[config.mk]
export PLATFORM = sky130hd
export DESIGN_NAME = sh512_front
export DESIGN_NICKNAME = d
export VERILOG_FILES = /design/src/hw/rtl/sponge_hash_512_core_assert.svh /design/src/hw/rtl/sh512_pkg.sv /design/src/hw/rtl/sh512_front.sv
export SDC_FILE = /design/constraint.sdc
export NUM_CORES = 1
export LEC_CHECK = 0
export BUFFER_PORTS_ARGS = -buffer_cell sky130_fd_sc_hd__buf_2
export CORE_AREA = 2 2 60 62
export DETAILED_ROUTE_END_ITERATION = 12
export DIE_AREA = 0 0 62 64
export PLACE_DENSITY = 0.82
export SYNTH_ARGS = -nofsm -noshare
export SYNTH_HDL_FRONTEND = slang
export SYNTH_SLANG_ARGS = --single-unit
[constraint.sdc]
create_clock -name vclk -period 1.9
set_clock_uncertainty 0.15 [all_clocks]
set_input_delay 0.285 -clock vclk [all_inputs]
set_output_delay 0.285 -clock vclk [all_outputs]
set_load 0.01 [all_outputs]
[src/hw/rtl/sponge_hash_512_core_assert.svh]
// Assertion macros for the sponge hash core.
// Used by modules that check their own control logic; expects clk_i and rst_ni.
`ifndef SPONGE_HASH_512_CORE_ASSERT_SVH
`define SPONGE_HASH_512_CORE_ASSERT_SVH

// Check a property on the core clock, ignored while reset is held.
`define SH_ASSERT(lbl, prop, msg) \
  lbl: assert property (@(posedge clk_i) disable iff (!rst_ni) (prop)) else $error(msg);

// Check an implication on the core clock, ignored while reset is held.
`define SH_ASSERT_IMP(lbl, ante, cons, msg) \
  lbl: assert property (@(posedge clk_i) disable iff (!rst_ni) (ante) |-> (cons)) \
    else $error(msg);

`endif

[src/hw/rtl/sh512_pkg.sv]
// Shared types, constants and byte functions of the sponge hash core.
// No dependencies.
package sh512_pkg;

  localparam int unsigned NUM_ROUNDS  = 24;
  localparam int unsigned BLOCK_WORDS = 16;
  localparam int unsigned WORD_BITS   = 64;

  localparam logic [7:0] GF_POLY   = 8'h1b;
  localparam logic [7:0] INIT_BYTE = 8'h02;

  localparam logic [1:0] SHUF_WORD = 2'd0;
  localparam logic [1:0] SHUF_QUAD = 2'd1;
  localparam logic [1:0] SHUF_PAIR = 2'd2;

  typedef struct packed {
    logic [63:0] message_word;
    logic [6:0]  bits_valid;
    logic        last_item;
  } in_item_t;

  typedef struct packed {
    logic [63:0] digest_word;
    logic [2:0]  word_index;
    logic        last_word;
  } out_item_t;

  typedef struct packed {
    logic [63:0] word;
    logic [6:0]  nbits;
    logic        last;
  } q_item_t;

  typedef logic [255:0][7:0] st_t;
  typedef logic [15:0][63:0] blk_t;
  typedef logic [7:0][63:0]  rc_t;

  typedef enum logic [2:0] {
    ST_INIT,
    ST_IDLE,
    ST_FIN,
    ST_LEN,
    ST_PERM,
    ST_OUT
  } back_state_e;

  localparam logic [3:0] S4 [16] = '{
    4'd9, 4'd0, 4'd4, 4'd11, 4'd13, 4'd12, 4'd3, 4'd15,
    4'd1, 4'd10, 4'd2, 4'd6, 4'd7, 4'd5, 4'd8, 4'd14
  };

  function automatic rc_t rc_init();
    rc_t r;
    r[0] = 64'h243f6a8885a308d3;
    r[1] = 64'h13198a2e03707344;
    r[2] = 64'ha4093822299f31d0;
    r[3] = 64'h082efa98ec4e6c89;
    r[4] = 64'h452821e638d01377;
    r[5] = 64'hbe5466cf34e90c6c;
    r[6] = 64'hc0ac29b7c97c50dd;
    r[7] = 64'h3f84d5b5b5470917;
    return r;
  endfunction

  function automatic logic [63:0] rc_next(logic [63:0] x);
    return {x[60:0], x[63:61]} ^ {x[56:0], x[63:57]} ^ {x[51:0], x[63:52]};
  endfunction

  function automatic logic [7:0] sub_byte(logic [7:0] x);
    logic [3:0] a;
    logic [3:0] b;
    logic [3:0] c;
    a = x[7:4] ^ S4[x[3:0]];
    b = x[3:0] ^ S4[a];
    c = a ^ S4[b];
    return {b, c};
  endfunction

  function automatic logic [7:0] dbl(logic [7:0] x);
    return {x[6:0], 1'b0} ^ (x[7] ? GF_POLY : 8'h00);
  endfunction

  // Source byte of destination byte i for each rotation pattern.
  function automatic int shuffle_src(logic [1:0] mode, int i);
    int w;
    int ww;
    int q;
    int src;
    w = i / 32;
    case (mode)
      SHUF_WORD: begin
        src = (i - i % 4) + ((i % 4 + w % 4) % 4);
      end
      SHUF_QUAD: begin
        src = (i - i % 16) + ((i % 16 + 4 * (w % 4)) % 16);
      end
      default: begin
        if (w < 4) begin
          ww = w;
          q  = i % 32;
        end else begin
          ww = w - 4;
          q  = i % 32 + 32;
        end
        q = (q + 16 * ww) % 64;
        src = (q < 32) ? (ww * 32 + q) : ((ww + 4) * 32 + q - 32);
      end
    endcase
    return src;
  endfunction

endpackage

[src/hw/rtl/sh512_front.sv]
// Input stage: accepts message words, masks the last word and sizes it.
// Depends on sh512_pkg.
module sh512_front
  import sh512_pkg::*;
(
  input  logic     in_valid_i,
  output logic     in_ready_o,
  input  in_item_t in_item_i,
  output logic     push_o,
  output q_item_t  item_o,
  input  logic     q_ready_i
);

  logic [6:0]  nb;
  logic [63:0] mask;

  always_comb begin
    if (!in_item_i.last_item) begin
      nb = 7'(WORD_BITS);
    end else if (in_item_i.bits_valid > 7'(WORD_BITS)) begin
      nb = 7'(WORD_BITS);
    end else begin
      nb = in_item_i.bits_valid;
    end
    for (int i = 0; i < 64; i++) begin
      mask[63 - i] = (7'(i) < nb);
    end
  end

  assign in_ready_o   = q_ready_i;
  assign push_o       = in_valid_i && q_ready_i;
  assign item_o.word  = in_item_i.message_word & mask;
  assign item_o.nbits = nb;
  assign item_o.last  = in_item_i.last_item;

endmodule

After elaboration in Yosys (flattened, before gate mapping)
Index checks and enable logic that the tools add are counted.
{ "classes": {"reduce_logical": 1, "muxes": 2, "order_cmp": 65, "bitwise_logic": 1} }
{ "op_table": {"columns": ["operator", "count"], "rows": [
  ["$lt 6x7->1 const A", 32],
  ["$lt 5x7->1 const A", 16],
  ["$and 64x64->64", 1],
  ["$lt 4x7->1 const A", 8],
  ["$lt 3x7->1 const A", 4],
  ["$lt 1x7->1 const A", 2],
  ["$lt 2x7->1 const A", 2],
  ["$mux 7", 2],
  ["$gt 7x7->1 const B", 1],
  ["$logic_and 1x1->1", 1]
]} }
{ "totals": {"register_bits": 0} }

Logic depth before layout (Yosys ltp)
Gate-level depths: netlist of the first run.
{ "logic_depth": {"ltp_word": 5, "depth_mapped": 6, "depth_no_buf": 4} }

Worst setup path after synthesis of the first run
OpenSTA, ideal clock, no wires.
{ "synth_path": {"path_kind": "input to output", "start": "input in_item_i[7] (netlist bit)", "end": "output item_o[62] (netlist bit)", "setup_slack_ps": 135, "stages": 5, "arrival_ps": 1330, "cell_sequence": "or3b_1 > buf_2 > or2_1 > buf_6 > o21a_1"} }
{ "synth_rtl": {"columns": ["item", "line_no", "rtl"], "rows": [
  ["start, declared", "sh512_front.sv:8", "input in_item_t in_item_i,"],
  ["end, declared", "sh512_front.sv:10", "output q_item_t item_o,"]
]} }

==> results of run 1 <==
stage by stage:
stage,utilization,cell area (um2),cells
floorplan,-,1000,173
global placement,0.575,1890,372
detailed placement,0.575,1890,372
CTS,0.589,1930,374
global route,0.623,2050,378
finish,0.623,2050,378
worst paths after layout:
| kind | end | slack (ns) | cells past startpoint |
|---|---|---|---|
| worst max-delay path | item_o[50] | 0.01 | 5 |
| worst min-delay path | in_ready_o | 0.61 | 2 |
logic make-up (layout without fill, tap and decap cells):
kind of cell | Yosys count | count (layout) | share of synthesized area
AOI/OAI and AO/OA | 64 | 64 | 0.456
buffers and inverters | 23 | 182 | 0.105
and+or+nand+nor | 86 | 86 | 0.439
power groups by stage:
stage          logic, mW  clock network (mW)  registers (mW)
2_1_floorplan      0.208                   0               0
3_3_place_gp       0.428                   0               0
3_5_place_dp       0.432                   0               0
4_1_cts            0.442                   0               0
5_1_grt            0.511                   0               0
6_report           0.468                   0               0
area by class of cell:
| cell class | instances | area [um2] | share of cell area |
|---|---|---|---|
| repair buffers | 178 | 1020 | 0.501 |
| multi-input cells | 150 | 950 | 0.464 |
| well taps | 46 | 57.6 | 0.0281 |
| inverters | 4 | 15.0 | 0.00733 |
what timing repair did:
| item | CTS | global route |
|---|---|---|
| buffers inserted | 2 | 4 |
| endpoints found under the setup margin | 32 | 47 |
| gates resized for setup | 9 | 21 |
| cloned | 0 | 1 |
| pin swaps | 3 | 5 |
layout by cell type (no fill, tap or decap), types with 2 or more instances in the layout:
master / synthesis / layout
nor2_2: 0 / 2
buf_2: 3 / 145
buf_4: 2 / 25
o2bb2ai_1: 2 / 2
nor2b_1: 6 / 4
o21ai_0: 13 / 10
nand2_1: 35 / 33
nand3_1: 3 / 2
and4b_1: 2 / 2
nor3b_1: 2 / 2
and3_1: 2 / 2
or3_1: 2 / 2
buf_12: 0 / 2
a21oi_1: 11 / 11
o21a_1: 13 / 13
nand2_2: 0 / 2
o21ai_1: 0 / 3
nor2_1: 9 / 7
and2_1: 15 / 14
inv_1: 4 / 2
a21boi_0: 7 / 7
o311a_1: 7 / 7
nand4b_1: 2 / 2
o211a_1: 7 / 7
inv_2: 0 / 2
nor3_1: 3 / 3
buf_6: 1 / 4
metal layers:
layer | global-route usage | part of all wire | up-vias
met5 | 0 | 0 | -
met4 | 0.00798 | 0 | 0
met3 | 0.0162 | 0.085 | 0
met2 | 0.439 | 0.52 | 112
met1 | 0.294 | 0.39 | 849
li1 | - | - | 938
==> summary.txt, run 1 <==
Netlist cell types = 32
Yosys synthesis warning count = 0
Worst slew margin = 0.766
Routed WL = 5.24 mm
FF/Latch Area = 0 um2
DRT antenna net count = 0
Pin count of the biggest net entering global routing = 19
CP Launch Point = in_item_i[6]
Critical path cell sequence = buf_6 -> or3b_4 -> buf_12 -> o311a_1 -> buf_2
Delay-heaviest family, CP = simple AND/OR/NAND/NOR gates
Sequential area share after synthesis = 0
Tmin final = 1.89 ns
Critical path class = in2out
Mapped Area = 1000 um2
Initial detailed-routing violation count = 95
Worst path slowest cell = or3b_4
Synthesis-to-finish area growth = 104%
Filler instances = 323
Port buffer count = 148
Die ar. = 3970 um2
Comb pwr share = 1.000
Final Hold Violating Endpoints = 0
Avg Inst Size Synth = 5.79 um2
Synth area leader = nand2_1
Vias = 1,899
Final WS setup = 0.0119 ns
Slowest stage delay, CP = 0.42 ns
Share of layout cells above drive strength 1 = 0.578
Synth cell count leaders = nand2_1, and2_1, o21a_1, o21ai_0, clkbuf_1
Vias in the first global route = 1,616
First-pass GRT wire length = 7.36 mm
Int Pwr = 0.237 mW
Switching Share = 0.494
Slew Limit Fails = 0
Clock network fraction of total power = 0
Tcrit/Tclk final = 0.994
Max VDD drop = 120 uV
Overall power = 0.468 mW
Sequential cell count = 0
RSZ-0062 raised after global routing = yes
Worst EP arrival = 1.45 ns
Worst setup SP type = input pin
Placement Setup Slack = -0.0654 ns
Hold path start = q_ready_i
Placer Congestion = 0.775
Static Leak = 1.18 nW
Crit-path max FO = 8
DIE HEIGHT = 64 um
Pwr per Cell Area = 229 nW/um2
# nets final = 408
Core area = 3280 um2
Largest cells by area after synthesis = nand2_1, o21a_1, and2_1
Crit path buf inv count = 3
Flop pwr share = 0
DRC = 0
Fin Hold WS = 0.613 ns
Top cell type's share of synthesized area = 0.131
Outcome = finished clean
GRT Util Overall = 0.234
Post-CTS Hold Fix Bufs = 0
Actual slew at the worst max-slew pin = 0.347 ns
HP Class = in2out
Ant diodes = 0
DR pass1 iterations = 5
Initial antenna violation count = 0
Sw power = 0.231 mW
Layout clock buffers = 0
Count leader, synth = nand2_1
WL/cell = 13.9 um
Critical Path RT = 1.46 ns
Hpwl dp = 4.22 mm
Max Freq = 530 MHz
DR vias/cell = 5.02
Die W = 62 um
Cells after Synth = 173
Setup TNS = 0 ns
Crit end category = primary output
Post-synth net total = 247
Starting density of the core = 0.305
Max-Cap Viols = 0
Num rows = 21
Setup violations, final = 0
GRT overflow = 0
IO Pins = 148
Power figures use the tool's default switching activity.
==> run 2: changes to the inputs <==
--- a/config.mk
+++ b/config.mk
@@ -9,7 +9,7 @@
 export CORE_AREA = 2 2 60 62
 export DETAILED_ROUTE_END_ITERATION = 12
 export DIE_AREA = 0 0 62 64
-export PLACE_DENSITY = 0.82
+export PLACE_DENSITY_LB_ADDON = 0.08
 export SYNTH_ARGS = -nofsm -noshare
 export SYNTH_HDL_FRONTEND = slang
 export SYNTH_SLANG_ARGS = --single-unit
==> run 2 against run 1 <==
Effect of this change:
- cell area increased by 0.18%
- wire length decreased by 6.8%
- critical path depth increased by 3
- maximum frequency increased by 0.24%
- critical endpoint is now item_o[19]
- largest cell class unchanged
==> summary.txt, run 2 (synthesis results as in run 1) <==
DRT antenna net count = 0 (unchanged)
Synthesis-to-finish area growth = 105% (was 104%)
Port buffer count = 148 (unchanged)
Non-Filler Instances = 379 (was 378)
Hold path depth = 2 (unchanged)
DR pass1 iterations = 4 (was 5)
Int Pwr = 0.238 mW (was 0.237 mW)
Final WS setup = 0.0165 ns (was 0.0119 ns)
Tcrit/Tclk final = 0.991 (was 0.994)
DR vias/cell = 4.86 (was 5.02)
Final Hold Violating Endpoints = 0 (unchanged)
Pwr per Cell Area = 226 nW/um2 (was 229 nW/um2)
Layout clock buffers = 0 (unchanged)
Critical path class = in2out (unchanged)
Routed WL = 4.88 mm (was 5.24 mm)
Max-Cap Viols = 0 (unchanged)
Flop pwr share = 0 (about the same)
RSZ-0062 raised after global routing = yes (unchanged)
IO Pins = 148 (unchanged)
Most common library cell in the layout ignoring fill and taps = buf_2 (unchanged)
DIE HEIGHT = 64 um (unchanged)
Tmin final = 1.88 ns (was 1.89 ns)
Clock network fraction of total power = 0 (about the same)
Placement Setup Slack = -0.0836 ns (was -0.0654 ns)
Multi-input logic area = 941 um2 (was 950 um2)
Post-CTS Hold Fix Bufs = 0 (unchanged)
Most frequent cells in the layout = buf_2, nand2_1, buf_4 (unchanged)
Comb pwr share = 1.000 (about the same)
HP Class = in2out (unchanged)
Worst slew margin = 0.814 (was 0.766)
Switching Share = 0.485 (was 0.494)
WL/cell = 12.9 um (was 13.9 um)
Placer Congestion = 0.951 (was 0.775)
Die W = 62 um (unchanged)
Util after Layout = 0.624 (was 0.623)
GRT Util Overall = 0.218 (was 0.234)
Vias = 1,842 (was 1,899)
# nets final = 409 (was 408)
Share of layout cells above drive strength 1 = 0.574 (was 0.578)
Inst Count DP = 374 (was 372)
Ant diodes = 0 (unchanged)
Max VDD drop = 108 uV (was 120 uV)
Slew Limit Fails = 0 (unchanged)
Design area = 2050 um2 (about the same)
Post-DP Area = 1900 um2 (was 1890 um2)
Sequential cell count = 0 (unchanged)
First-pass GRT wire length = 6.93 mm (was 7.36 mm)
Num rows = 21 (unchanged)
Hpwl dp = 3.93 mm (was 4.22 mm)
Max Freq = 531 MHz (was 530 MHz)
Static Leak = 1.19 nW (was 1.18 nW)
Core area = 3280 um2 (unchanged)
DRC = 0 (unchanged)
Sw power = 0.225 mW (was 0.231 mW)
Setup violations, final = 0 (unchanged)
Actual slew at the worst max-slew pin = 0.277 ns (was 0.347 ns)
Vias in the first global route = 1,603 (was 1,616)
Critical Path RT = 1.46 ns (about the same)
Die ar. = 3970 um2 (unchanged)
Crit-path max FO = 6 (was 8)
Initial antenna violation count = 0 (unchanged)
Fin Hold WS = 0.614 ns (was 0.613 ns)
GRT overflow = 0 (unchanged)
Filler instances = 323 (unchanged)
Starting density of the core = 0.305 (unchanged)
Worst EP arrival = 1.45 ns (about the same)
Worst setup SP type = input pin (unchanged)
Outcome = finished clean (unchanged)
Initial detailed-routing violation count = 69 (was 95)
FF/Latch Area = 0 um2 (unchanged)
Crit end category = primary output (unchanged)
Pin count of the biggest net entering global routing = 22 (was 19)
[run 2: cell types whose count changed in the layout (fill, tap and decap cells not counted), sizes merged]
cell	delta
buf	+1
clkbuf	+1
clkdlybuf4s15	-1
[run 2: layout make-up]
cell class,count,area share
Multi-Input combinational cell,150,0.459
Inverter,4,0.00732
Timing Repair Buffer,179,0.506
Tap cell,46,0.0281
[run 2: worst max-delay path: stages]
cell and delay (ns):
buf_4 0.12, buf_6 0.12, nand3b_1 0.18, buf_6 0.16, nor2_4 0.04, buf_6 0.12, o311a_1 0.27, buf_2 0.14
[run 2: final timing paths]
check / start / to / slack, ns
max: in_item_i[0] / item_o[19] / 0.02
min: q_ready_i / in_ready_o / 0.61
[run 2: through the flow]
| stage | power, mW | setup TNS [ns] |
|---|---|---|
| finish | 0.463 | 0 |
| global placement | 0.430 | -0.393 |
| CTS | 0.438 | 0 |
| detailed placement | 0.432 | -1.10 |
| global route | 0.509 | -0.0609 |
| floorplan | 0.208 | 0 |
[run 2: power by group through the flow]
stage	registers (mW)	clock network (mW)	logic [mW]
after floorplan	0	0	0.208
after global placement	0	0	0.430
after detailed placement	0	0	0.432
after CTS	0	0	0.438
after global routing	0	0	0.509
final	0	0	0.463
[run 2: timing repair]
action,in CTS,in global routing
buffers inserted,0,4
cloned,0,1
endpoints found under the setup margin,28,34
gates resized for setup,7,22
pin swaps,1,4
[run 2: per-layer routing]
metal	GRT usage	wire length (um)
met1	0.280	2060
met2	0.402	2460
met3	0.0162	370
met4	0.00798	0
met5	0	0
