[src/hw/rtl/sponge_hash_512_core_assert.svh]
// Assertion macros for the sponge hash core.
// Used by modules that check their own control logic; expects clk_i and rst_ni.
`ifndef SPONGE_HASH_512_CORE_ASSERT_SVH
`define SPONGE_HASH_512_CORE_ASSERT_SVH

// Check a property on the core clock, ignored while reset is held.
`define SH_ASSERT(lbl, prop, msg) \
  lbl: assert property (@(posedge clk_i) disable iff (!rst_ni) (prop)) else $error(msg);

// Check an implication on the core clock, ignored while reset is held.
`define SH_ASSERT_IMP(lbl, ante, cons, msg) \
  lbl: assert property (@(posedge clk_i) disable iff (!rst_ni) (ante) |-> (cons)) \
    else $error(msg);

`endif

[src/hw/rtl/sh512_pkg.sv]
// Shared types, constants and byte functions of the sponge hash core.
// No dependencies.
package sh512_pkg;

  localparam int unsigned NUM_ROUNDS  = 24;
  localparam int unsigned BLOCK_WORDS = 16;
  localparam int unsigned WORD_BITS   = 64;

  localparam logic [7:0] GF_POLY   = 8'h1b;
  localparam logic [7:0] INIT_BYTE = 8'h02;

  localparam logic [1:0] SHUF_WORD = 2'd0;
  localparam logic [1:0] SHUF_QUAD = 2'd1;
  localparam logic [1:0] SHUF_PAIR = 2'd2;

  typedef struct packed {
    logic [63:0] message_word;
    logic [6:0]  bits_valid;
    logic        last_item;
  } in_item_t;

  typedef struct packed {
    logic [63:0] digest_word;
    logic [2:0]  word_index;
    logic        last_word;
  } out_item_t;

  typedef struct packed {
    logic [63:0] word;
    logic [6:0]  nbits;
    logic        last;
  } q_item_t;

  typedef logic [255:0][7:0] st_t;
  typedef logic [15:0][63:0] blk_t;
  typedef logic [7:0][63:0]  rc_t;

  typedef enum logic [2:0] {
    ST_INIT,
    ST_IDLE,
    ST_FIN,
    ST_LEN,
    ST_PERM,
    ST_OUT
  } back_state_e;

  localparam logic [3:0] S4 [16] = '{
    4'd9, 4'd0, 4'd4, 4'd11, 4'd13, 4'd12, 4'd3, 4'd15,
    4'd1, 4'd10, 4'd2, 4'd6, 4'd7, 4'd5, 4'd8, 4'd14
  };

  function automatic rc_t rc_init();
    rc_t r;
    r[0] = 64'h243f6a8885a308d3;
    r[1] = 64'h13198a2e03707344;
    r[2] = 64'ha4093822299f31d0;
    r[3] = 64'h082efa98ec4e6c89;
    r[4] = 64'h452821e638d01377;
    r[5] = 64'hbe5466cf34e90c6c;
    r[6] = 64'hc0ac29b7c97c50dd;
    r[7] = 64'h3f84d5b5b5470917;
    return r;
  endfunction

  function automatic logic [63:0] rc_next(logic [63:0] x);
    return {x[60:0], x[63:61]} ^ {x[56:0], x[63:57]} ^ {x[51:0], x[63:52]};
  endfunction

  function automatic logic [7:0] sub_byte(logic [7:0] x);
    logic [3:0] a;
    logic [3:0] b;
    logic [3:0] c;
    a = x[7:4] ^ S4[x[3:0]];
    b = x[3:0] ^ S4[a];
    c = a ^ S4[b];
    return {b, c};
  endfunction

  function automatic logic [7:0] dbl(logic [7:0] x);
    return {x[6:0], 1'b0} ^ (x[7] ? GF_POLY : 8'h00);
  endfunction

  // Source byte of destination byte i for each rotation pattern.
  function automatic int shuffle_src(logic [1:0] mode, int i);
    int w;
    int ww;
    int q;
    int src;
    w = i / 32;
    case (mode)
      SHUF_WORD: begin
        src = (i - i % 4) + ((i % 4 + w % 4) % 4);
      end
      SHUF_QUAD: begin
        src = (i - i % 16) + ((i % 16 + 4 * (w % 4)) % 16);
      end
      default: begin
        if (w < 4) begin
          ww = w;
          q  = i % 32;
        end else begin
          ww = w - 4;
          q  = i % 32 + 32;
        end
        q = (q + 16 * ww) % 64;
        src = (q < 32) ? (ww * 32 + q) : ((ww + 4) * 32 + q - 32);
      end
    endcase
    return src;
  endfunction

endpackage

[src/hw/rtl/sh512_queue.sv]
// Short FIFO between the input stage and the absorb engine.
// Depends on sh512_pkg.
module sh512_queue
  import sh512_pkg::*;
#(
  parameter int unsigned DEPTH = 2
) (
  input  logic    clk_i,
  input  logic    rst_ni,
  input  logic    push_i,
  input  q_item_t item_i,
  output logic    ready_o,
  output logic    valid_o,
  output q_item_t item_o,
  input  logic    pop_i
);

  localparam int unsigned AW = (DEPTH > 1) ? $clog2(DEPTH) : 1;
  localparam int unsigned CW = $clog2(DEPTH + 1);

  q_item_t       mem_q [DEPTH];
  logic [AW-1:0] wr_q, wr_d, rd_q, rd_d;
  logic [CW-1:0] cnt_q, cnt_d;
  logic          do_push, do_pop;

  assign ready_o = (cnt_q != CW'(DEPTH));
  assign valid_o = (cnt_q != '0);
  assign item_o  = mem_q[rd_q];
  assign do_push = push_i && ready_o;
  assign do_pop  = pop_i && valid_o;

  always_comb begin
    wr_d  = wr_q;
    rd_d  = rd_q;
    cnt_d = cnt_q;
    if (do_push) begin
      wr_d = (wr_q == AW'(DEPTH - 1)) ? '0 : wr_q + 1'b1;
    end
    if (do_pop) begin
      rd_d = (rd_q == AW'(DEPTH - 1)) ? '0 : rd_q + 1'b1;
    end
    if (do_push && !do_pop) begin
      cnt_d = cnt_q + 1'b1;
    end else if (do_pop && !do_push) begin
      cnt_d = cnt_q - 1'b1;
    end
  end

  always_ff @(posedge clk_i or negedge rst_ni) begin
    if (!rst_ni) begin
      wr_q  <= '0;
      rd_q  <= '0;
      cnt_q <= '0;
    end else begin
      wr_q  <= wr_d;
      rd_q  <= rd_d;
      cnt_q <= cnt_d;
    end
  end

  always_ff @(posedge clk_i) begin
    if (do_push) begin
      mem_q[wr_q] <= item_i;
    end
  end

endmodule

[config.mk]
export PLATFORM = sky130hd
export DESIGN_NAME = sh512_queue
export DESIGN_NICKNAME = d
export VERILOG_FILES = /design/src/hw/rtl/sponge_hash_512_core_assert.svh /design/src/hw/rtl/sh512_pkg.sv /design/src/hw/rtl/sh512_queue.sv
export SDC_FILE = /design/constraint.sdc
export NUM_CORES = 1
export LEC_CHECK = 0
export ABC_AREA = 1
export BUFFER_PORTS_ARGS = -buffer_cell sky130_fd_sc_hd__buf_2
export CAP_MARGIN = 25
export CORE_MARGIN = 2
export CORE_UTILIZATION = 56
export DETAILED_ROUTE_END_ITERATION = 12
export PLACE_DENSITY = 0.91
export SLEW_MARGIN = 20
export SYNTH_ARGS = -nofsm -noshare
export SYNTH_HDL_FRONTEND = slang
export SYNTH_SLANG_ARGS = --single-unit
[constraint.sdc]
create_clock -name clk_i -period 8.9 [get_ports clk_i]
set_clock_uncertainty 0.05 [all_clocks]
set_input_delay 1.78 -clock clk_i [delete_from_list [all_inputs] [get_ports clk_i]]
set_output_delay 1.78 -clock clk_i [all_outputs]
set_load 0.02 [all_outputs]
# == Word-level counts from Yosys, hierarchy flattened ==
# Memory sizes are Yosys's and may differ from the RTL's.
# Index checks and enable logic that the tools add are counted.
# classes
n_addsub,4
n_shift,0
n_reduce_logical,8
magnitude_cmp,0
n_div,0
mux,6
n_mul,0
eq_ne,1
bitwise_logic,0
# op_table
cell,count
logical AND 1 bit,4
2-to-1 mux 1 bit,4
2-to-1 mux 2 bit,2
nonzero test 2 bit,2
adder 1 bit (second input constant),2
adder 2 x 1 -> 2 bit (second input constant),1
zero test 1 bit,2
!= test 2 bit (second input constant),1
subtractor 2 x 1 -> 2 bit (second input constant),1
# totals
rom_bits,0
latchBits,0
ram_bits,144
in_bits,76
out_inout_bits,74
register_bits,4
memories,1
word_cells,23
# mem_list
name,words,width,read_ports,rd_ports_with_merged_regs,write_ports,line_no,rtl
mem_q,2,72,1,0,1,sh512_queue.sv:21,q_item_t mem_q [DEPTH];

# == Depth between registers and ports, before layout ==
# Gate-level depths: netlist of run 1.
# logic_depth
word_depth,6
ltp_mapped,10
mapped_depth_nobuf,10

# == Worst setup path before layout of run 1 ==
# OpenSTA, ideal clock, no wires.
# synth_path
path_type,input -> register
start,input push_i
end,memory mem_q[0][0] (netlist name) (enable)
setup_time_ns,0.503
arrival_time_ns,4.871
path_buffers,0
slack_ns,3.477
path_stages,2
path_cell_list,nand2_2 > nor2_1
# synth_via
elab_chain_len,3
# synth_lines
item,line_no,rtl
from (decl),sh512_queue.sv:10,"input logic push_i,"
logical AND 1 bit,sh512_queue.sv:29,assign do_push = push_i && ready_o;
2-to-1 mux 1 bit,sh512_queue.sv:62,if (do_push) begin
2-to-1 mux 1 bit (not written as such),sh512_queue.sv:63,mem_q[wr_q] <= item_i;
to (decl),sh512_queue.sv:21,
# Every way passes these cells.

==> results of run 1 <==
layout make-up:
type,count,area share (%)
clock buffer,19,6.12
clock inverter,13,2.32
inverter,7,0.418
multi-input combinational,234,13.3
sequential,148,64.2
tap,133,2.42
timing repair buffer,152,11.1
synth_stat cells, types with 2 or more instances:
cell type	number	area (sq um)
buf_2	6	30.0
buf_6	8	90.1
nor2_1	2	7.51
nand2_1	225	845
dfrtp_1	4	100
inv_1	6	22.5
edfxtp_1	144	4320
nand3_1	2	10.0
routing by layer:
metal | routed length [um] | part of all wire (%) | up-vias | GRT usage [%]
met4 | 104 | 1.0 | 0 | 7.89
li1 | - | - | 1675 | -
met5 | 0 | 0 | - | 0
met1 | 4070 | 40 | 1599 | 22.9
met3 | 668 | 6.5 | 10 | 7.12
met2 | 5380 | 53 | 132 | 32.4
power groups by stage:
stage          Clock, mW  Combinational, mW  Sequential (mW)
6_report           0.687              0.825            0.999
4_1_cts            0.699              0.838             1.00
5_1_grt            0.727              0.910             1.01
3_3_place_gp           0              0.823             1.00
3_5_place_dp           0              0.836             1.01
2_1_floorplan          0              0.590             1.01
worst max path at each step:
stage | slack (ns) | depth (start not counted) | to
2_1_floorplan | 3.48 | 2 | mem_q[0][0]
3_3_place_gp | 5.36 | 4 | item_o[51]
3_5_place_dp | 5.60 | 4 | mem_q[1][61]
4_1_cts | 5.06 | 4 | item_o[60]
5_1_grt | 4.94 | 4 | item_o[60]
6_report | 5.06 | 4 | item_o[60]
worst register-to-register path: stages (launching register included):
cell,delay [ns]
dfrtp_1,0.38
inv_1,0.08
nand2_1,0.11
nand2_2,0.13
nor2_4,0.10
buf_4,0.73
logic make-up (layout without fill, tap and decap cells):
group                    Yosys count  count (layout)  synth area share, %
XOR/XNOR                           2               2                0.320
buffers and inverters             22             191                 2.81
flip-flops                       148             148                 80.7
AND/OR/NAND/NOR                  231             231                 16.0
adder cells (fa/ha/maj)            1               1                0.228
flip-flops by register name, summed over array words and instances (netlist names):
| signal | count |
|---|---|
| mem_q | 144 |
| cnt_q | 2 |
| wr_q | 1 |
| rd_q | 1 |
stage by stage:
stage | utilization (%) | hold WS, ns | cells
2_1_floorplan | - | 0.412 | 404
3_3_place_gp | 65.4 | 0.425 | 674
3_5_place_dp | 65.4 | 0.443 | 674
4_1_cts | 71.5 | 0.457 | 706
5_1_grt | 71.5 | 0.473 | 706
6_report | 71.5 | 0.455 | 706
==> flow_summary_export.csv, run 1 <==
group,metric,value,unit
outcome,outcome,"finished clean",
cts,cts_hold_buf,0,
cts,postCtsSetupRepairBufs,0,
cells_and_area,register_area,0.00443,sq mm
setup_path,cp_slowest_stage_delay,0.60,ns
cts,cts_root_buffer,"clkbuf_8",
sta,rsz0062_at_grt,"false",
sta,finalHoldViolCount,0,
routing,drtAntennaViolNets,0,
grt,grt_pass1_vias,3257,
setup_path,cp_slowest_cell,"buf_4",
routing,dr.pass1.iters,4,
cts,cts_resized,0,
yosys,ys_seq_area_share,80.7,%
setup_path,criticalPathCategory,"flip-flop to output pin",
floorplanning,initial_utilization,56.9,%
grt,grt_max_degree,74,
min_path,hold_path_depth,1,
yosys,yosysWarningCount,0,
cts,cts_buffers,17,
setup_path,r2r_setup_slack,6.89,ns
cts,htree_levels,4,
cells_and_area,final_common_cell,"nand2_1",
setup_path,cp_data_arrival_time,2.01,ns
yosys,synth_seq_cells,148,
grt,grtUsageTotal,19.4,%
cts,cts_tree,"built",
floorplanning,rows,36,
placed_design,dp_hpwl,6210,um
setup_path,critical-path-top-delay-family,"buffers and inverters",
cts,cts.path.max_buffers,2,
sta,maxSlewViolCount,0,
cts,clk_latency,0.50,ns
routing,vias,3416,
setup_path,start_kind,"flip-flop",
yosys,synthCells,404,
min_path,hold_path.class,"flip-flop to flip-flop",
cts,clkTransAtPathRegs,0.06,ns
sta,fin_setup_tns,0,ns
cells_and_area,layout.nets,637,
routing,drc,0,
placed_design,place_area,0.00631,sq mm
power_and_ir_drop,p_seq_share,39.8,%
power_and_ir_drop,total_power,2.51,mW
setup_path,end_kind,"output pin",
yosys,synth_edf_count,144,
floorplanning,die_h,103,um
yosys,syn-num-nets,481,
cells_and_area,diodes,0,
grt,overflow,0,
placed_design,place_congestion,0.693,
cts,clock-sinks,148,
cells_and_area,syn_to_final_growth,25.7,%
setup_path,worstPathCellList,"buf_4, nand2_1, nand2_1, buf_2",
power_and_ir_drop,swShare,35.9,%
power_and_ir_drop,ir_drop,262,uV
power_and_ir_drop,power_density,365,mW/mm^2
routing,drt_wl_total,10200,um
grt,antenna_found_initial,0,
setup_path,worstPathMaxFanout,73,
sta,post-route-period-util,43.1,%
routing,wl_per_cell,14.5,um
setup_path,cp.buffers_inverters,2,
cells_and_area,final_cell_mix,"nand2_1, buf_2, edfxtp_1, clkbuf_16, inv_1",
floorplanning,io_pins,150,
setup_path,reg2reg_depth,5,
floorplanning,die_x,103,um
floorplanning,die-area,0.0106,sq mm
yosys,synthFlopType,"edfxtp_1",
min_path,worstHoldStart,"cnt_q[0]",
cells_and_area,multi_input_area,920,sq um
setup_path,critPathRequiredTime,7.07,ns
cells_and_area,fill_cells,684,
sta,layout_setup_ws,5.06,ns
setup_path,r2r_start,"cnt_q[0]",
floorplanning,core,0.00964,sq mm
power_and_ir_drop,power_leakage,2.99,nW
sta,slew_headroom,35.4,%
min_path,holdPathEnd,"cnt_q[0]",
yosys,synth_cell_types,15,
yosys,synthArstFlopShare,2.70,%
sta,tightest_slew,0.969,ns
run,cap_violations,0,
power_and_ir_drop,clock_power_share,27.4,%
setup_path,r2r-end,"mem_q[1][57]",
yosys,syn-cell-area,0.00548,sq mm
power_and_ir_drop,switchingPower,0.903,mW
routing,via_per_inst,4.84,
sta,fin_crit,3.84,ns
power_and_ir_drop,p_int,1.61,mW
sta,setup_viol,0,
yosys,avgSynthCellArea,13.6,sq um
sta,clock.fmax,261,MHz
cells_and_area,drive_above_1_share,32.6,%
placed_design,io_buffers,149,
grt,grt_first_pass_wirelength,15000,um
setup_path,cp-startpoint,"rd_q",
cells_and_area,design_area,0.00689,sq mm
routing,drtIter0Drc,203,
placed_design,dpl_worst_slack,5.60,ns
power_and_ir_drop,comb_power_share,32.9,%
setup_path,cp_common_cell,"nand2_1",
(Power assumes the default switching activity.)
==> inputs of run 2 (changes only) <==
--- a/config.mk
+++ b/config.mk
@@ -9,9 +9,9 @@
 export BUFFER_PORTS_ARGS = -buffer_cell sky130_fd_sc_hd__buf_2
 export CAP_MARGIN = 25
 export CORE_MARGIN = 2
-export CORE_UTILIZATION = 56
+export CORE_UTILIZATION = 47
 export DETAILED_ROUTE_END_ITERATION = 12
-export PLACE_DENSITY = 0.91
+export PLACE_DENSITY = 0.82
 export SLEW_MARGIN = 20
 export SYNTH_ARGS = -nofsm -noshare
 export SYNTH_HDL_FRONTEND = slang
==> constraint.sdc (replaced) <==
create_clock -name clk_i -period 3.5 [get_ports clk_i]
set_clock_uncertainty 0.05 [all_clocks]
set_input_delay 0.7 -clock clk_i [delete_from_list [all_inputs] [get_ports clk_i]]
set_output_delay 0.7 -clock clk_i [all_outputs]
set_load 0.02 [all_outputs]
==> run 2 against run 1 <==
Against the previous run:
- sequential share of layout area fell by 0.37 points
- combinational power rose to 2.6 times the previous value
- critical path depth did not move
- clock power rose to 2.5 times the previous value
- first-iteration DRC count fell by 12%
- die area rose by 18%
- largest power group unchanged
- non-clock buffer count rose by 2
- wire length rose by 0.65%
- via count fell by 0.15%
==> flow_summary_export.csv, run 2 (synthesized netlist as in run 1, its figures left out) <==
group,metric,value,unit
run,cap_violations,0,
sta,fin_setup_tns,0,ns
placed_design,place_area,0.00636,sq mm
sta,post-route-period-util,72.8,%
routing,wl_per_cell,14.3,um
routing,via_per_inst,4.76,
sta,finalHoldViolCount,0,
cells_and_area,diodes,0,
power_and_ir_drop,clock_power_share,27.0,%
cts,postCtsSetupRepairBufs,0,
grt,grtUsageTotal,17.1,%
cells_and_area,largest_reg_flops,144,
sta,rsz0062_at_grt,"false",
floorplanning,io_pins,150,
setup_path,critPathRequiredTime,2.75,ns
grt,grt-busiest-layer,"met2",
setup_path,start_kind,"flip-flop",
sta,slew_headroom,49.7,%
routing,drtIter0Drc,178,
floorplanning,die_h,112,um
routing,vias,3411,
power_and_ir_drop,p_int,4.14,mW
power_and_ir_drop,power_density,925,mW/mm^2
routing,dr.pass1.iters,4,
cts,clock-sinks,148,
setup_path,cp_data_arrival_time,1.80,ns
cts,cts_tree,"built",
cells_and_area,largest-register,"mem_q",
grt,grt_pass1_vias,3525,
cts,cts_resized,0,
sta,layout_setup_ws,0.953,ns
routing,drtAntennaViolNets,0,
floorplanning,initial_utilization,48.0,%
outcome,outcome,"finished clean",
cells_and_area,final_cell_mix,"nand2_1, buf_2, edfxtp_1, clkbuf_16, inv_1",
cells_and_area,design_area,0.00693,sq mm
placed_design,dpl_worst_slack,1.33,ns
power_and_ir_drop,comb_power_share,33.6,%
min_path,hold_path.class,"primary input to async pin",
power_and_ir_drop,ir_drop,452,uV
cts,clkTransAtPathRegs,0.06,ns
setup_path,end_kind,"output pin",
cts,cts.path.max_buffers,2,
grt,grt_first_pass_wirelength,16400,um
cells_and_area,finish.utilization,60.7,%
placed_design,place_congestion,0.715,
sta,setup_viol,0,
cells_and_area,fill_cells,860,
floorplanning,core,0.0114,sq mm
placed_design,dp_hpwl,6510,um
sta,fin_hold_ws,0.0595,ns
power_and_ir_drop,p_seq_share,39.4,%
grt,grt_use_met3,5.93,%
placed_design,placedCellCount,686,
power_and_ir_drop,swShare,35.5,%
cts,clk_latency,0.40,ns
sta,maxSlewViolCount,0,
cells_and_area,drive_above_1_share,32.1,%
cells_and_area,largest_registers,"mem_q x144, cnt_q x2",
cts,cts_root_buffer,"clkbuf_16",
power_and_ir_drop,total_power,6.41,mW
floorplanning,rows,39,
placed_design,io_buffers,149,
grt,grt_max_degree,74,
grt,grt_util_met1,18.8,%
floorplanning,die-area,0.0125,sq mm
routing,drt_wl_total,10300,um
cells_and_area,final_common_cell,"nand2_1",
cts,cts_hold_buf,0,
grt,antenna_found_initial,0,
sta,clock.fmax,393,MHz
grt,grtUsageMet2,30.7,%
floorplanning,die_x,112,um
sta,tightest_slew,0.755,ns
power_and_ir_drop,switchingPower,2.27,mW
cts,htree_levels,4,
cells_and_area,syn_to_final_growth,26.4,%
setup_path,worstPathMaxFanout,73,
setup_path,criticalPathCategory,"flip-flop to output pin",
cells_and_area,layout.nets,639,
cts,cts_buffers,17,
grt,overflow,0,
power_and_ir_drop,power_leakage,3.01,nW
sta,fin_crit,2.55,ns
cells_and_area,fin_cells,717,
routing,drc,0,
run 2: worst max-delay path, stage by stage (launching register included):
cell	delay, ns
dfrtp_2	0.37
buf_4	0.60
nand2_1	0.13
nand2_1	0.11
buf_2	0.16
run 2: final timing paths:
| path | slack, ns | startpoint | to | cells after the start |
|---|---|---|---|---|
| worst min register to register | 0.47 | cnt_q[1] | cnt_q[1] | 2 |
| worst max-delay path | 0.95 | rd_q | item_o[64] | 4 |
| max in group asynchronous | 3.19 | rst_ni | rd_q | 1 |
| worst max register to register | 1.76 | cnt_q[0] | mem_q[0][11] | 5 |
| worst min-delay path | 0.06 | rst_ni | cnt_q[1] | 1 |
| min in group clk_i | 0.43 | item_i[41] | mem_q[1][41] | 1 |
run 2: cell type report:
cell class | count | area (sq um) | share of cell area, %
clock buffer | 19 | 433 | 6.25
clock inverter | 12 | 139 | 2.00
inverter | 7 | 26.3 | 0.379
multi-input combinational | 234 | 920 | 13.3
sequential | 148 | 4430 | 63.9
tap | 143 | 179 | 2.58
timing repair buffer | 154 | 808 | 11.7
run 2: routing by layer:
layer | part of all wire, % | routed length [um]
met1 | 40 | 4070
met2 | 53 | 5480
met3 | 6.2 | 638
met4 | 0.91 | 94
met5 | 0 | 0
run 2: power by group through the flow:
stage | Combinational [mW] | Clock (mW) | Sequential, mW
5_1_grt | 2.36 | 1.86 | 2.56
2_1_floorplan | 1.50 | 0 | 2.58
6_report | 2.15 | 1.73 | 2.53
3_5_place_dp | 2.19 | 0 | 2.56
3_3_place_gp | 2.15 | 0 | 2.54
4_1_cts | 2.19 | 1.77 | 2.53
==> inputs of run 3 (changes only) <==
--- a/config.mk
+++ b/config.mk
@@ -9,9 +9,9 @@
 export BUFFER_PORTS_ARGS = -buffer_cell sky130_fd_sc_hd__buf_2
 export CAP_MARGIN = 25
 export CORE_MARGIN = 2
-export CORE_UTILIZATION = 47
+export CORE_UTILIZATION = 52
 export DETAILED_ROUTE_END_ITERATION = 12
-export PLACE_DENSITY = 0.82
+export PLACE_DENSITY = 0.85
 export SLEW_MARGIN = 20
 export SYNTH_ARGS = -nofsm -noshare
 export SYNTH_HDL_FRONTEND = slang
==> constraint.sdc (replaced) <==
create_clock -name clk_i -period 2.5 [get_ports clk_i]
set_clock_uncertainty 0.05 [all_clocks]
set_input_delay 0.5 -clock clk_i [delete_from_list [all_inputs] [get_ports clk_i]]
set_output_delay 0.5 -clock clk_i [all_outputs]
set_load 0.02 [all_outputs]
==> run 3 against run 2 <==
Against the previous run:
- cell count is 0.56% lower
- largest cell class unchanged
- combinational power is 40% higher
- register-to-register slack worse by 0.99 ns
- worst setup slack worse by 0.78 ns
- sequential power is 40% higher
- critical path depth is 1 higher
==> flow_summary_export.csv, run 3 (synthesized netlist as in run 1, its figures left out) <==
group,metric,value,unit
cells_and_area,largest_registers,"mem_q x144, cnt_q x2",
cts,clock-sinks,148,
cts,htree_levels,4,
sta,post-route-period-util,93.2,%
sta,setup_viol,0,
power_and_ir_drop,ir_drop,972,uV
run,cap_violations,0,
floorplanning,die_x,107,um
routing,drtIter0Drc,277,
cells_and_area,final_common_cell,"nand2_1",
setup_path,critPathRequiredTime,1.95,ns
grt,grtUsageTotal,19.0,%
sta,rsz0062_at_grt,"false",
cells_and_area,layout.nets,641,
routing,drtAntennaViolNets,0,
power_and_ir_drop,power_leakage,3.02,nW
sta,fin_setup_tns,0,ns
sta,slew_headroom,63.7,%
grt,grt_first_pass_wirelength,16000,um
cells_and_area,largest_reg_flops,144,
floorplanning,die_h,107,um
sta,fin_crit,2.33,ns
power_and_ir_drop,total_power,9.02,mW
cells_and_area,drive_above_1_share,32.6,%
sta,tightest_slew,0.545,ns
setup_path,end_kind,"output pin",
cells_and_area,final_cell_mix,"nand2_1, buf_2, edfxtp_1, clkbuf_16, inv_1",
sta,clock.fmax,429,MHz
cts,cts_buffers,17,
cts,cts_tree,"built",
cells_and_area,finish.utilization,67.6,%
min_path,worstHoldStart,"item_i[54]",
power_and_ir_drop,power_density,1300,mW/mm^2
grt,grt_pass1_vias,3431,
cells_and_area,syn_to_final_growth,26.7,%
placed_design,io_buffers,149,
placed_design,dp_hpwl,6640,um
setup_path,criticalPathCategory,"flip-flop to output pin",
cts,cts_resized,0,
cells_and_area,largest-register,"mem_q",
floorplanning,initial_utilization,53.3,%
cts,cts.path.max_buffers,2,
routing,drc,0,
setup_path,worstPathMaxFanout,43,
placed_design,place_area,0.00636,sq mm
outcome,outcome,"finished clean",
floorplanning,core,0.0103,sq mm
routing,vias,3461,
setup_path,r2r_start,"cnt_q[0]",
routing,drt_wl_total,10500,um
cts,cts_root_buffer,"clkbuf_8",
cts,clkTransAtPathRegs,0.06,ns
routing,via_per_inst,4.85,
grt,grt_max_degree,74,
routing,dr.pass1.iters,5,
sta,fin_hold_ws,0.117,ns
placed_design,place_congestion,0.705,
grt,overflow,0,
routing,wl_per_cell,14.7,um
floorplanning,die-area,0.0114,sq mm
floorplanning,rows,37,
setup_path,start_kind,"flip-flop",
floorplanning,io_pins,150,
cells_and_area,diodes,0,
sta,maxSlewViolCount,0,
cells_and_area,fill_cells,768,
cts,clk_latency,0.51,ns
setup_path,cp-startpoint,"rd_q",
setup_path,cp_data_arrival_time,1.78,ns
min_path,hold_path.class,"primary input to flip-flop",
sta,finalHoldViolCount,0,
grt,antenna_found_initial,0,
cells_and_area,design_area,0.00695,sq mm
[run 3: cell count changes in the layout (fill, tap and decap cells not counted)]
cell,previous run,this run
buf_4,3,4
clkbuf_1,2,4
clkbuf_16,17,16
clkbuf_8,0,2
clkinv_1,4,0
clkinv_2,2,3
clkinvlp_4,2,3
dlygate4sd3_1,0,1
[run 3: worst max-delay path, stage by stage (launching register included)]
cell and delay, ns:
dfrtp_2 0.43, inv_2 0.06, buf_4 0.40, nand2_1 0.11
nand2_1 0.09, buf_2 0.16
[run 3: power breakdown]
| group | switching (mW) | internal, mW |
|---|---|---|
| Clock | 0.914 | 1.54 |
| Sequential | 0.151 | 3.40 |
| Combinational | 2.16 | 0.860 |
[run 3: cell type report]
cell class | instances | area [sq um] | area share (%)
timing repair buffer | 156 | 826 | 11.9
clock inverter | 10 | 136 | 1.96
multi-input combinational | 234 | 920 | 13.2
tap | 136 | 170 | 2.45
inverter | 7 | 26.3 | 0.378
clock buffer | 22 | 443 | 6.38
sequential | 148 | 4430 | 63.7
[run 3: per-stage QoR]
| step | instances | worst slack [ns] |
|---|---|---|
| 3_5_place_dp | 680 | 0.697 |
| 3_3_place_gp | 680 | 0.722 |
| 2_1_floorplan | 404 | -0.597 |
| 6_report | 713 | 0.170 |
| 5_1_grt | 713 | 0.0353 |
| 4_1_cts | 713 | 0.132 |
[run 3: path summary, 6_finish.rpt]
| kind | endpoint | slack (ns) | cells past startpoint |
|---|---|---|---|
| min in group asynchronous | cnt_q[0] | 0.29 | 2 |
| min reg2reg | cnt_q[0] | 0.45 | 1 |
| max in group asynchronous | rd_q | 1.97 | 2 |
| min | mem_q[0][54] | 0.12 | 1 |
| max | item_o[22] | 0.17 | 5 |
| max reg2reg | mem_q[1][39] | 0.77 | 5 |
[run 3: repair_timing]
action                    in CTS  in global routing
hold buffers                   1                  0
buffers inserted               0                  0
hold endpoints to repair       4                  0
[run 3: layer usage]
metal / wire length, um / up-vias / global-route usage [%]
met2: 5540 / 142 / 33.5
met3: 784 / 16 / 6.57
met1: 3950 / 1620 / 20.9
met5: 0 / - / 0
li1: - / 1683 / -
met4: 186 / 0 / 7.70
